--- config.mk ---
export PLATFORM = sky130hd
export DESIGN_NAME = md5_block_digest_top
export DESIGN_NICKNAME = d
export VERILOG_FILES = /design/src/design/md5bd_pkg.sv /design/src/design/md5bd_ctrl.sv /design/src/design/md5bd_datapath.sv /design/src/design/md5_block_digest_top.sv
export SDC_FILE = /design/constraint.sdc
export NUM_CORES = 2
export LEC_CHECK = 0
export ABC_CLOCK_PERIOD_IN_PS = 27400
export BUFFER_PORTS_ARGS = -buffer_cell sky130_fd_sc_hd__buf_2
export CORE_ASPECT_RATIO = 1.25
export CORE_MARGIN = 3
export CORE_UTILIZATION = 45
export CTS_CLUSTER_DIAMETER = 30
export CTS_CLUSTER_SIZE = 8
export DETAILED_ROUTE_END_ITERATION = 10
export MAX_ROUTING_LAYER = met4
export PLACE_DENSITY = 0.6
export SYNTH_ARGS = -nofsm -noshare
export SYNTH_HDL_FRONTEND = slang
export SYNTH_SLANG_ARGS = --single-unit
--- constraint.sdc ---
create_clock -name clk -period 27.4 [get_ports clk]
set_input_delay 4.11 -clock clk [delete_from_list [all_inputs] [get_ports clk]]
set_output_delay 4.11 -clock clk [all_outputs]
set_load 0.03 [all_outputs]
--- src/design/md5bd_pkg.sv ---
// ----------------------------------------------------------------------------
// md5bd_pkg
// Shared types, command codes and constant tables for the MD5 block engine.
// ----------------------------------------------------------------------------
package md5bd_pkg;

  // Block geometry
  localparam int BLOCK_WORDS = 16;
  localparam int WC_W        = $clog2(BLOCK_WORDS);
  localparam int ROUNDS      = 64;
  localparam int RND_W       = $clog2(ROUNDS);

  // Datapath phase codes
  localparam logic [1:0] PH_IDLE  = 2'd0;
  localparam logic [1:0] PH_PRIME = 2'd1;
  localparam logic [1:0] PH_ROUND = 2'd2;
  localparam logic [1:0] PH_ADD   = 2'd3;

  // Input word
  typedef struct packed {
    logic [31:0] message_word;
    logic        first_of_message;
    logic        last_of_message;
  } in_t;

  // Result word
  typedef struct packed {
    logic [31:0] digest_word;
    logic [1:0]  word_index;
    logic        last_word;
  } out_t;

  // Controller to datapath commands
  typedef struct packed {
    logic [1:0]       phase;
    logic             load;
    logic [RND_W-1:0] round;
    logic             wr_en;
    logic [WC_W-1:0]  wr_addr;
    logic             reload;
    logic [1:0]       emit_idx;
  } cmd_t;

  // Standard initial chaining values
  localparam logic [31:0] MD5_IV [4] = '{
    32'h67452301, 32'hefcdab89, 32'h98badcfe, 32'h10325476
  };

  // Sine-derived round constants
  localparam logic [31:0] MD5_K [64] = '{
    32'hd76aa478, 32'he8c7b756, 32'h242070db, 32'hc1bdceee,
    32'hf57c0faf, 32'h4787c62a, 32'ha8304613, 32'hfd469501,
    32'h698098d8, 32'h8b44f7af, 32'hffff5bb1, 32'h895cd7be,
    32'h6b901122, 32'hfd987193, 32'ha679438e, 32'h49b40821,
    32'hf61e2562, 32'hc040b340, 32'h265e5a51, 32'he9b6c7aa,
    32'hd62f105d, 32'h02441453, 32'hd8a1e681, 32'he7d3fbc8,
    32'h21e1cde6, 32'hc33707d6, 32'hf4d50d87, 32'h455a14ed,
    32'ha9e3e905, 32'hfcefa3f8, 32'h676f02d9, 32'h8d2a4c8a,
    32'hfffa3942, 32'h8771f681, 32'h6d9d6122, 32'hfde5380c,
    32'ha4beea44, 32'h4bdecfa9, 32'hf6bb4b60, 32'hbebfbc70,
    32'h289b7ec6, 32'heaa127fa, 32'hd4ef3085, 32'h04881d05,
    32'hd9d4d039, 32'he6db99e5, 32'h1fa27cf8, 32'hc4ac5665,
    32'hf4292244, 32'h432aff97, 32'hab9423a7, 32'hfc93a039,
    32'h655b59c3, 32'h8f0ccc92, 32'hffeff47d, 32'h85845dd1,
    32'h6fa87e4f, 32'hfe2ce6e0, 32'ha3014314, 32'h4e0811a1,
    32'hf7537e82, 32'hbd3af235, 32'h2ad7d2bb, 32'heb86d391
  };

  // Per-round rotate amounts
  localparam logic [4:0] MD5_S [64] = '{
    5'd7, 5'd12, 5'd17, 5'd22, 5'd7, 5'd12, 5'd17, 5'd22,
    5'd7, 5'd12, 5'd17, 5'd22, 5'd7, 5'd12, 5'd17, 5'd22,
    5'd5, 5'd9,  5'd14, 5'd20, 5'd5, 5'd9,  5'd14, 5'd20,
    5'd5, 5'd9,  5'd14, 5'd20, 5'd5, 5'd9,  5'd14, 5'd20,
    5'd4, 5'd11, 5'd16, 5'd23, 5'd4, 5'd11, 5'd16, 5'd23,
    5'd4, 5'd11, 5'd16, 5'd23, 5'd4, 5'd11, 5'd16, 5'd23,
    5'd6, 5'd10, 5'd15, 5'd21, 5'd6, 5'd10, 5'd15, 5'd21,
    5'd6, 5'd10, 5'd15, 5'd21, 5'd6, 5'd10, 5'd15, 5'd21
  };

endpackage

--- src/design/md5bd_ctrl.sv ---
// ----------------------------------------------------------------------------
// md5bd_ctrl
// Sequencer: counts buffered words, steps the 64 rounds, and walks the four
// digest words out.
// ----------------------------------------------------------------------------
module md5bd_ctrl (
  input  logic              clk,
  input  logic              rst_n,
  input  logic              start,
  input  logic              first_of_message,
  input  logic              last_of_message,
  output logic              busy,
  output logic              out_valid,
  output md5bd_pkg::cmd_t   cmd
);

  localparam logic [2:0] ST_IDLE  = 3'd0;
  localparam logic [2:0] ST_LOAD  = 3'd1;
  localparam logic [2:0] ST_PRIME = 3'd2;
  localparam logic [2:0] ST_ROUND = 3'd3;
  localparam logic [2:0] ST_ADD   = 3'd4;
  localparam logic [2:0] ST_EMIT  = 3'd5;

  localparam logic [md5bd_pkg::WC_W-1:0]  WC_LAST  =
    md5bd_pkg::WC_W'(md5bd_pkg::BLOCK_WORDS - 1);
  localparam logic [md5bd_pkg::RND_W-1:0] RND_LAST =
    md5bd_pkg::RND_W'(md5bd_pkg::ROUNDS - 1);

  logic [2:0]                       state_r, state_nxt;
  logic [md5bd_pkg::WC_W-1:0]       wc_r, wc_nxt;
  logic [md5bd_pkg::RND_W-1:0]      round_r, round_nxt;
  logic [1:0]                       idx_r, idx_nxt;
  logic                             last_pend_r, last_pend_nxt;
  logic                             accept;
  logic [md5bd_pkg::WC_W-1:0]       wr_addr;

  assign accept  = start && (state_r == ST_IDLE);
  assign wr_addr = first_of_message ? '0 : wc_r;

  // Next-state logic
  always_comb begin
    state_nxt     = state_r;
    wc_nxt        = wc_r;
    round_nxt     = round_r;
    idx_nxt       = idx_r;
    last_pend_nxt = last_pend_r;
    unique case (state_r)
      ST_IDLE: begin
        if (accept) begin
          wc_nxt = md5bd_pkg::WC_W'(wr_addr + 1'b1);
          if (wr_addr == WC_LAST) begin
            state_nxt     = ST_LOAD;
            last_pend_nxt = last_of_message;
          end else if (last_of_message) begin
            state_nxt = ST_EMIT;
            wc_nxt    = '0;
            idx_nxt   = 2'd0;
          end
        end
      end
      ST_LOAD: begin
        state_nxt = ST_PRIME;
        round_nxt = '0;
      end
      ST_PRIME: begin
        state_nxt = ST_ROUND;
      end
      ST_ROUND: begin
        if (round_r == RND_LAST) begin
          state_nxt = ST_ADD;
          round_nxt = '0;
        end else begin
          round_nxt = md5bd_pkg::RND_W'(round_r + 1'b1);
        end
      end
      ST_ADD: begin
        if (last_pend_r) begin
          state_nxt = ST_EMIT;
          wc_nxt    = '0;
          idx_nxt   = 2'd0;
        end else begin
          state_nxt = ST_IDLE;
        end
      end
      ST_EMIT: begin
        if (idx_r == 2'd3) begin
          state_nxt = ST_IDLE;
        end else begin
          idx_nxt = 2'(idx_r + 1'b1);
        end
      end
      default: begin
        state_nxt = ST_IDLE;
      end
    endcase
  end

  // Hold control state
  always_ff @(posedge clk) begin
    if (!rst_n) begin
      state_r     <= ST_IDLE;
      wc_r        <= '0;
      round_r     <= '0;
      idx_r       <= 2'd0;
      last_pend_r <= 1'b0;
    end else begin
      state_r     <= state_nxt;
      wc_r        <= wc_nxt;
      round_r     <= round_nxt;
      idx_r       <= idx_nxt;
      last_pend_r <= last_pend_nxt;
    end
  end

  // Drive datapath commands
  always_comb begin
    cmd.phase    = md5bd_pkg::PH_IDLE;
    cmd.load     = (state_r == ST_LOAD);
    cmd.round    = round_r;
    cmd.wr_en    = accept;
    cmd.wr_addr  = wr_addr;
    cmd.reload   = accept && first_of_message;
    cmd.emit_idx = idx_r;
    unique case (state_r)
      ST_PRIME: cmd.phase = md5bd_pkg::PH_PRIME;
      ST_ROUND: cmd.phase = md5bd_pkg::PH_ROUND;
      ST_ADD:   cmd.phase = md5bd_pkg::PH_ADD;
      default:  cmd.phase = md5bd_pkg::PH_IDLE;
    endcase
  end

  assign busy      = (state_r != ST_IDLE);
  assign out_valid = (state_r == ST_EMIT);

endmodule

--- src/design/md5bd_datapath.sv ---
// ----------------------------------------------------------------------------
// md5bd_datapath
// Block buffer, one-round-per-cycle MD5 step unit and chaining registers.
// ----------------------------------------------------------------------------
module md5bd_datapath (
  input  logic              clk,
  input  logic              rst_n,
  input  md5bd_pkg::cmd_t   cmd,
  input  logic [31:0]       message_word,
  output md5bd_pkg::out_t   out_data
);

  // Message index used by a round
  function automatic logic [3:0] msg_idx(input logic [5:0] rnd);
    logic [3:0] x;
    logic [3:0] g;
    x = rnd[3:0];
    case (rnd[5:4])
      2'd0:    g = x;
      2'd1:    g = 4'(x * 4'd5 + 4'd1);
      2'd2:    g = 4'(x * 4'd3 + 4'd5);
      default: g = 4'(x * 4'd7);
    endcase
    return g;
  endfunction

  // Rotate left by a variable amount
  function automatic logic [31:0] rotl(input logic [31:0] x, input logic [4:0] s);
    logic [63:0] t;
    t = {x, x} << s;
    return t[63:32];
  endfunction

  logic [31:0]  buf_mem [md5bd_pkg::BLOCK_WORDS];
  logic [31:0]  rd_r;
  logic [31:0]  km_r;
  logic [31:0]  a_r, b_r, c_r, d_r;
  logic [31:0]  chain_r [4];
  logic [5:0]   rd_rnd;
  logic [5:0]   km_rnd;
  logic [31:0]  f_val;
  logic [31:0]  new_b;

  // Look two rounds ahead for the read, one for the constant sum
  always_comb begin
    case (cmd.phase)
      md5bd_pkg::PH_PRIME: begin
        rd_rnd = 6'd1;
        km_rnd = 6'd0;
      end
      md5bd_pkg::PH_ROUND: begin
        rd_rnd = 6'(cmd.round + 6'd2);
        km_rnd = 6'(cmd.round + 6'd1);
      end
      default: begin
        rd_rnd = 6'd0;
        km_rnd = 6'd0;
      end
    endcase
  end

  // Write arriving words, read the next message word
  always_ff @(posedge clk) begin
    if (cmd.wr_en) begin
      buf_mem[cmd.wr_addr] <= message_word;
    end
    rd_r <= buf_mem[msg_idx(rd_rnd)];
  end

  // Round function
  always_comb begin
    case (cmd.round[5:4])
      2'd0:    f_val = (b_r & c_r) | (~b_r & d_r);
      2'd1:    f_val = (d_r & b_r) | (~d_r & c_r);
      2'd2:    f_val = b_r ^ c_r ^ d_r;
      default: f_val = c_r ^ (b_r | ~d_r);
    endcase
    new_b = b_r + rotl(f_val + km_r, md5bd_pkg::MD5_S[cmd.round]);
  end

  // Presum constant, message word and the next round's a
  always_ff @(posedge clk) begin
    if (cmd.phase == md5bd_pkg::PH_PRIME) begin
      km_r <= md5bd_pkg::MD5_K[km_rnd] + rd_r + a_r;
    end else if (cmd.phase == md5bd_pkg::PH_ROUND) begin
      km_r <= md5bd_pkg::MD5_K[km_rnd] + rd_r + d_r;
    end
  end

  // Advance the working words
  always_ff @(posedge clk) begin
    if (cmd.load) begin
      a_r <= chain_r[0];
      b_r <= chain_r[1];
      c_r <= chain_r[2];
      d_r <= chain_r[3];
    end else if (cmd.phase == md5bd_pkg::PH_ROUND) begin
      a_r <= d_r;
      b_r <= new_b;
      c_r <= b_r;
      d_r <= c_r;
    end
  end

  // Reload or accumulate the chaining words
  always_ff @(posedge clk) begin
    if (!rst_n || cmd.reload) begin
      for (int k = 0; k < 4; k++) begin
        chain_r[k] <= md5bd_pkg::MD5_IV[k];
      end
    end else if (cmd.phase == md5bd_pkg::PH_ADD) begin
      chain_r[0] <= chain_r[0] + a_r;
      chain_r[1] <= chain_r[1] + b_r;
      chain_r[2] <= chain_r[2] + c_r;
      chain_r[3] <= chain_r[3] + d_r;
    end
  end

  // Select the digest word on output
  assign out_data.digest_word = chain_r[cmd.emit_idx];
  assign out_data.word_index  = cmd.emit_idx;
  assign out_data.last_word   = (cmd.emit_idx == 2'd3);

endmodule

--- src/design/md5_block_digest_top.sv ---
// ----------------------------------------------------------------------------
// md5_block_digest_top
// MD5 compression engine: buffers 16 message words, runs 64 rounds, emits
// the four digest words on the last word of a message.
// ----------------------------------------------------------------------------
// A word that neither completes a block nor ends a message leaves busy low; the
//   16th word holds busy high through load, prime, the 64 rounds and the add.
// A last word starts the four digest words in the cycle after acceptance, or right
//   after the compression when it completes a block; one word a cycle.
// No new word is accepted while a block is compressed by the single round unit.
// Reset: synchronous rst_n loads the initial chaining values; the receiver cannot stall.
module md5_block_digest_top (
  input  logic              clk,
  input  logic              rst_n,
  input  logic              start,
  input  md5bd_pkg::in_t    in_data,
  output logic              busy,
  output logic              out_valid,
  output md5bd_pkg::out_t   out_data
);

  md5bd_pkg::cmd_t cmd;

  md5bd_ctrl u_ctrl (
    .clk              (clk),
    .rst_n            (rst_n),
    .start            (start),
    .first_of_message (in_data.first_of_message),
    .last_of_message  (in_data.last_of_message),
    .busy             (busy),
    .out_valid        (out_valid),
    .cmd              (cmd)
  );

  md5bd_datapath u_dp (
    .clk          (clk),
    .rst_n        (rst_n),
    .cmd          (cmd),
    .message_word (in_data.message_word),
    .out_data     (out_data)
  );

  // Digest words only while busy
  a_emit_busy: assert property (@(posedge clk) disable iff (!rst_n)
    out_valid |-> busy)
    else $error("digest word outside busy window");

  // Digest words count up without a gap
  a_emit_seq: assert property (@(posedge clk) disable iff (!rst_n)
    out_valid && !out_data.last_word |=>
      out_valid && out_data.word_index == 2'($past(out_data.word_index) + 2'd1))
    else $error("digest word sequence broken");

  // A digest run opens at word zero
  a_emit_first: assert property (@(posedge clk) disable iff (!rst_n)
    $rose(out_valid) |-> out_data.word_index == 2'd0)
    else $error("digest run does not start at word zero");

  // Final digest word ends the run
  a_emit_end: assert property (@(posedge clk) disable iff (!rst_n)
    out_valid && out_data.last_word |=> !out_valid)
    else $error("digest run longer than four words");

  // No round work while a digest word is shown
  a_emit_quiet: assert property (@(posedge clk) disable iff (!rst_n)
    out_valid |-> cmd.phase == md5bd_pkg::PH_IDLE && !cmd.load)
    else $error("datapath active during digest output");

endmodule
==> impl_summary.md <==
Setup path
Broken down by cell family, the worst path's largest delay share belongs to compound AO/OA/AOI/OAI gates. The class of the most critical setup path is reg2reg. The timing endpoint of the critical path is u_dp.km_r[31]$_DFFE_PP_. The capturing point of the worst reg2reg path is u_dp.km_r[31]$_DFFE_PP_. STA puts the critical path data required time at 27920 ps. The critical path contains buffers and inverters numbering 6 combined. The largest single stage delay on the critical path is between 600 and 700 ps.

The startpoint of the worst-slack reg-to-reg timing path is u_ctrl.state_r[0]$_SDFFE_PN0P_. The library cell appearing most often on the critical path is sky130_fd_sc_hd__a21oi_1. The capturing element type of the critical path is a flop. The path length in cells of the critical path is 40. Among all stages on the critical path, the largest delay is contributed by sky130_fd_sc_hd__ha_1. The timing startpoint of the critical path is u_ctrl.state_r[0]$_SDFFE_PN0P_. The number of cell instances on the worst register-to-register path is 40. STA puts the critical path data arrival time at between 10000 and 15000 ps. The maximum fanout count along the critical path is 68. The worst register-to-register path has a setup slack of 17280 ps. The element type at the critical path start is a flop.

Synth
The most frequently used flop master after synthesis is sky130_fd_sc_hd__edfxtp_1. Ranked by instance count, the synthesized netlist is headed by sky130_fd_sc_hd__edfxtp_1 (800), sky130_fd_sc_hd__nand2_1 (645), sky130_fd_sc_hd__a21oi_1 (345). The synthesized netlist contains 93 unique library cells. The share of Yosys cell area claimed by the top area cell type is roughly 46%. The most frequently used cell type in the post-synthesis netlist is sky130_fd_sc_hd__edfxtp_1. The proportion of synthesized flip-flops having asynchronous set or reset is 0%. Counting flops with a built-in enable in the synthesized netlist gives 800.

The proportion of synthesized chip area in sequential cells is between 40 and 50%. The synthesized design contains 850 register bits. The mapped netlist covers around 53000 sq um.

Ranked by total cell area, the synthesized netlist is headed by sky130_fd_sc_hd__edfxtp_1 (46%), sky130_fd_sc_hd__mux4_2 (7.1%), sky130_fd_sc_hd__ha_1 (7.0%), sky130_fd_sc_hd__nand2_1 (4.6%), sky130_fd_sc_hd__a21oi_1 (3.3%). The number of instances in the synthesized netlist is between 4k and 5k. During synthesis, Yosys emitted a total of 0 warnings. The mean instance size in the synthesized netlist is 10.86 sq um. Of all cell types, the one taking the most synthesized area is sky130_fd_sc_hd__edfxtp_1. When the netlist entered floorplanning its net count stood at 5180.

STA
The max-slew violation count was 0. The transition time of the tightest slew-check pin is ~1100 ps. The achievable clock frequency is a little under 0.1 GHz.

For the final routed database, the setup TNS stands at 0 ps. On the final layout, the worst hold slack is about 520 ps. Setup repair after global routing left no endpoint under its margin. Measured against its own limit, the worst slew margin works out to 25.09%. On the final layout, the worst clock skew is 46.13 ps.

The final cycle utilization of the critical path is 36.92%. Setup violations remaining at the end of the flow were counted as 0. The worst path in the final design needs a cycle of 10120 ps, including I/O delays and setup. The count of endpoints failing hold in the final timing report is 0.

Clock tree
TritonCTS built the clock tree. Counting the buffers created by CTS gives 186. In this run the post-CTS setup repair buffer count came out at 0. The clock tree synthesis step divided the H-tree into 4 levels. Counting along the longest clock path gives a buffer depth of 3. After clock tree synthesis, the clock-pin slew on the worst setup and hold paths is 40 ps. Clock tree synthesis found a total of 850 sinks. The tree is rooted in a sky130_fd_sc_hd__clkbuf_16.

The number of gates resized after CTS is 0. The number of hold-repair buffers added at the cts stage is 0. The clock network latency to the later pin of the worst-skew pair is 800 ps.

Route
For this block, the via count after detailed routing is 39.91k. After detailed routing, the number of remaining DRC violations is 0. The initial detailed-routing violation count is 3428.

Summed over all layers, the routed wires come to approximately 160 mm. After detailed routing, the average wire length per cell comes to between 20 and 25 um. The first TritonRoute pass finished after 7 iterations.

Once detail routing completed, the nets flagged for antenna violations numbered 0. In the routed layout, each cell is associated on average with a via count of 6.012.

Cells and area
The signed area change from the synthesized netlist to the final layout is 16.57%. In the final layout, the share of cells above drive strength 1 is 14.58%. The non-filler instance count after layout is about 6.6k. Once layout is done, the placed cells without fillers occupy 61230 sq um. The total number of nets in the final design is 5279.

Global routing
The number of antenna violations at the first check in global routing is 6. The wire length of the first global-routing pass is 245.5 mm. Across every metal layer, demand over resource in global routing totals 27.26%.

The maximum number of pins on one net before global-route repair is 122. The remaining global-route overflow is 0. The number of global-route vias before repair is around 40k.

Run
Max-cap violations in this run came to 0.

Placed design
The estimated wirelength of the detail-placed design is around 110 mm. The number of placed cells counting well taps is 6300. The standard cell area after detailed placement is 54740 sq um. The count of buffers inserted at the top-level ports is 73.

At the end of routability-driven placement, the weighted congestion stood at 0.9850.

Die
From left edge to right edge, the die measures 311.6 um. The die footprint is 120900 sq um. 74 I/O pins were placed. Once the floorplan was initialized, standard cells occupied between 40% and 50% of the core.

The initialized floorplan defines around 140 standard-cell rows. The floorplan die height is 388.0 um. In this run the standard cell core region covers roughly 120000 sq um.

Min path
The path class of the tightest hold or removal check is reg2reg. The worst hold path depth is 2.

Status
The run finished with clean final reports.
[worst min-delay path by stage]
stage	startpoint	endpoint
after floorplan	u_ctrl.last_pend_r$_SDFFE_PN0P_	u_ctrl.last_pend_r$_SDFFE_PN0P_
after global placement	u_ctrl.last_pend_r$_SDFFE_PN0P_	u_ctrl.last_pend_r$_SDFFE_PN0P_
after detailed placement	u_ctrl.last_pend_r$_SDFFE_PN0P_	u_ctrl.last_pend_r$_SDFFE_PN0P_
after CTS	u_ctrl.last_pend_r$_SDFFE_PN0P_	u_ctrl.last_pend_r$_SDFFE_PN0P_
after global routing	u_ctrl.last_pend_r$_SDFFE_PN0P_	u_ctrl.last_pend_r$_SDFFE_PN0P_
final	u_ctrl.last_pend_r$_SDFFE_PN0P_	u_ctrl.last_pend_r$_SDFFE_PN0P_
[layer usage]
layer,wire (um),global-route usage (%),vias to the layer above
li1,-,-,18610
met1,65260,32.46,19700
met2,80660,45.71,1236
met3,8766,4.318,365
met4,7203,12.25,0
met5,0,-,-
[through the flow]
step	setup slack [ps]	util (%)
3_3_place_gp	17500	47.47
2_1_floorplan	16760	-
4_1_cts	17360	53.09
5_1_grt	16420	53.10
6_report	17280	53.10
3_5_place_dp	17390	47.47
[registers in the layout, indices dropped and copies added, names as in the netlist, named ones only]
name                count
u_ctrl.idx_r            2
u_ctrl.last_pend_r      1
u_ctrl.round_r          6
u_ctrl.state_r          3
u_ctrl.wc_r             4
u_dp.a_r               32
u_dp.b_r               32
u_dp.buf_mem          512
u_dp.c_r               32
u_dp.chain_r          128
u_dp.d_r               32
u_dp.km_r              32
u_dp.rd_r              32
[cell type report]
cell class / instances / area (sq um)
repair buffers: 149 / 948.4
clock inverters: 105 / 1503
flip-flops and latches: 850 / 25030
multi-input cells: 3644 / 26420
well taps: 1551 / 1941
inverters: 106 / 402.9
diodes: 5 / 12.51
clock buffers: 229 / 4972
fillers: 9968 / 54080
[cells by family after synthesis]
family	synth area share [%]
buffers and inverters	2.546
AOI/OAI and AO/OA	15.69
and+or+nand+nor	12.68
muxes	9.662
DFF	47.64
adders and majority gates	7.408
xor gates and xnor gates	4.369
[layout by cell type (no fill, tap or decap), drive strengths merged, types with 102 or more instances in the layout]
master | synthesis | layout
a211oi | 103 | 103
a21o | 102 | 102
a21oi | 347 | 347
buf | 51 | 149
clkbuf | 187 | 229
edfxtp | 800 | 800
ha | 295 | 295
inv | 104 | 108
mux4 | 165 | 165
nand2 | 645 | 645
nor2 | 338 | 338
o21ai | 341 | 341
xnor2 | 162 | 162
[worst register-to-register path, delay by kind of cell (launching register included)]
| kind | cells | cell delay, ps |
|---|---|---|
| AOI/OAI and AO/OA | 18 | 3620 |
| xor gates and xnor gates | 2 | 250 |
| adders and majority gates | 4 | 1560 |
| buffers and inverters | 6 | 1860 |
| DFF | 1 | 480 |
| and+or+nand+nor | 10 | 2070 |
Power is left out: the tool's default activity adds up to more than one toggle a clock period on the data nets, which glitch-free logic cannot reach.
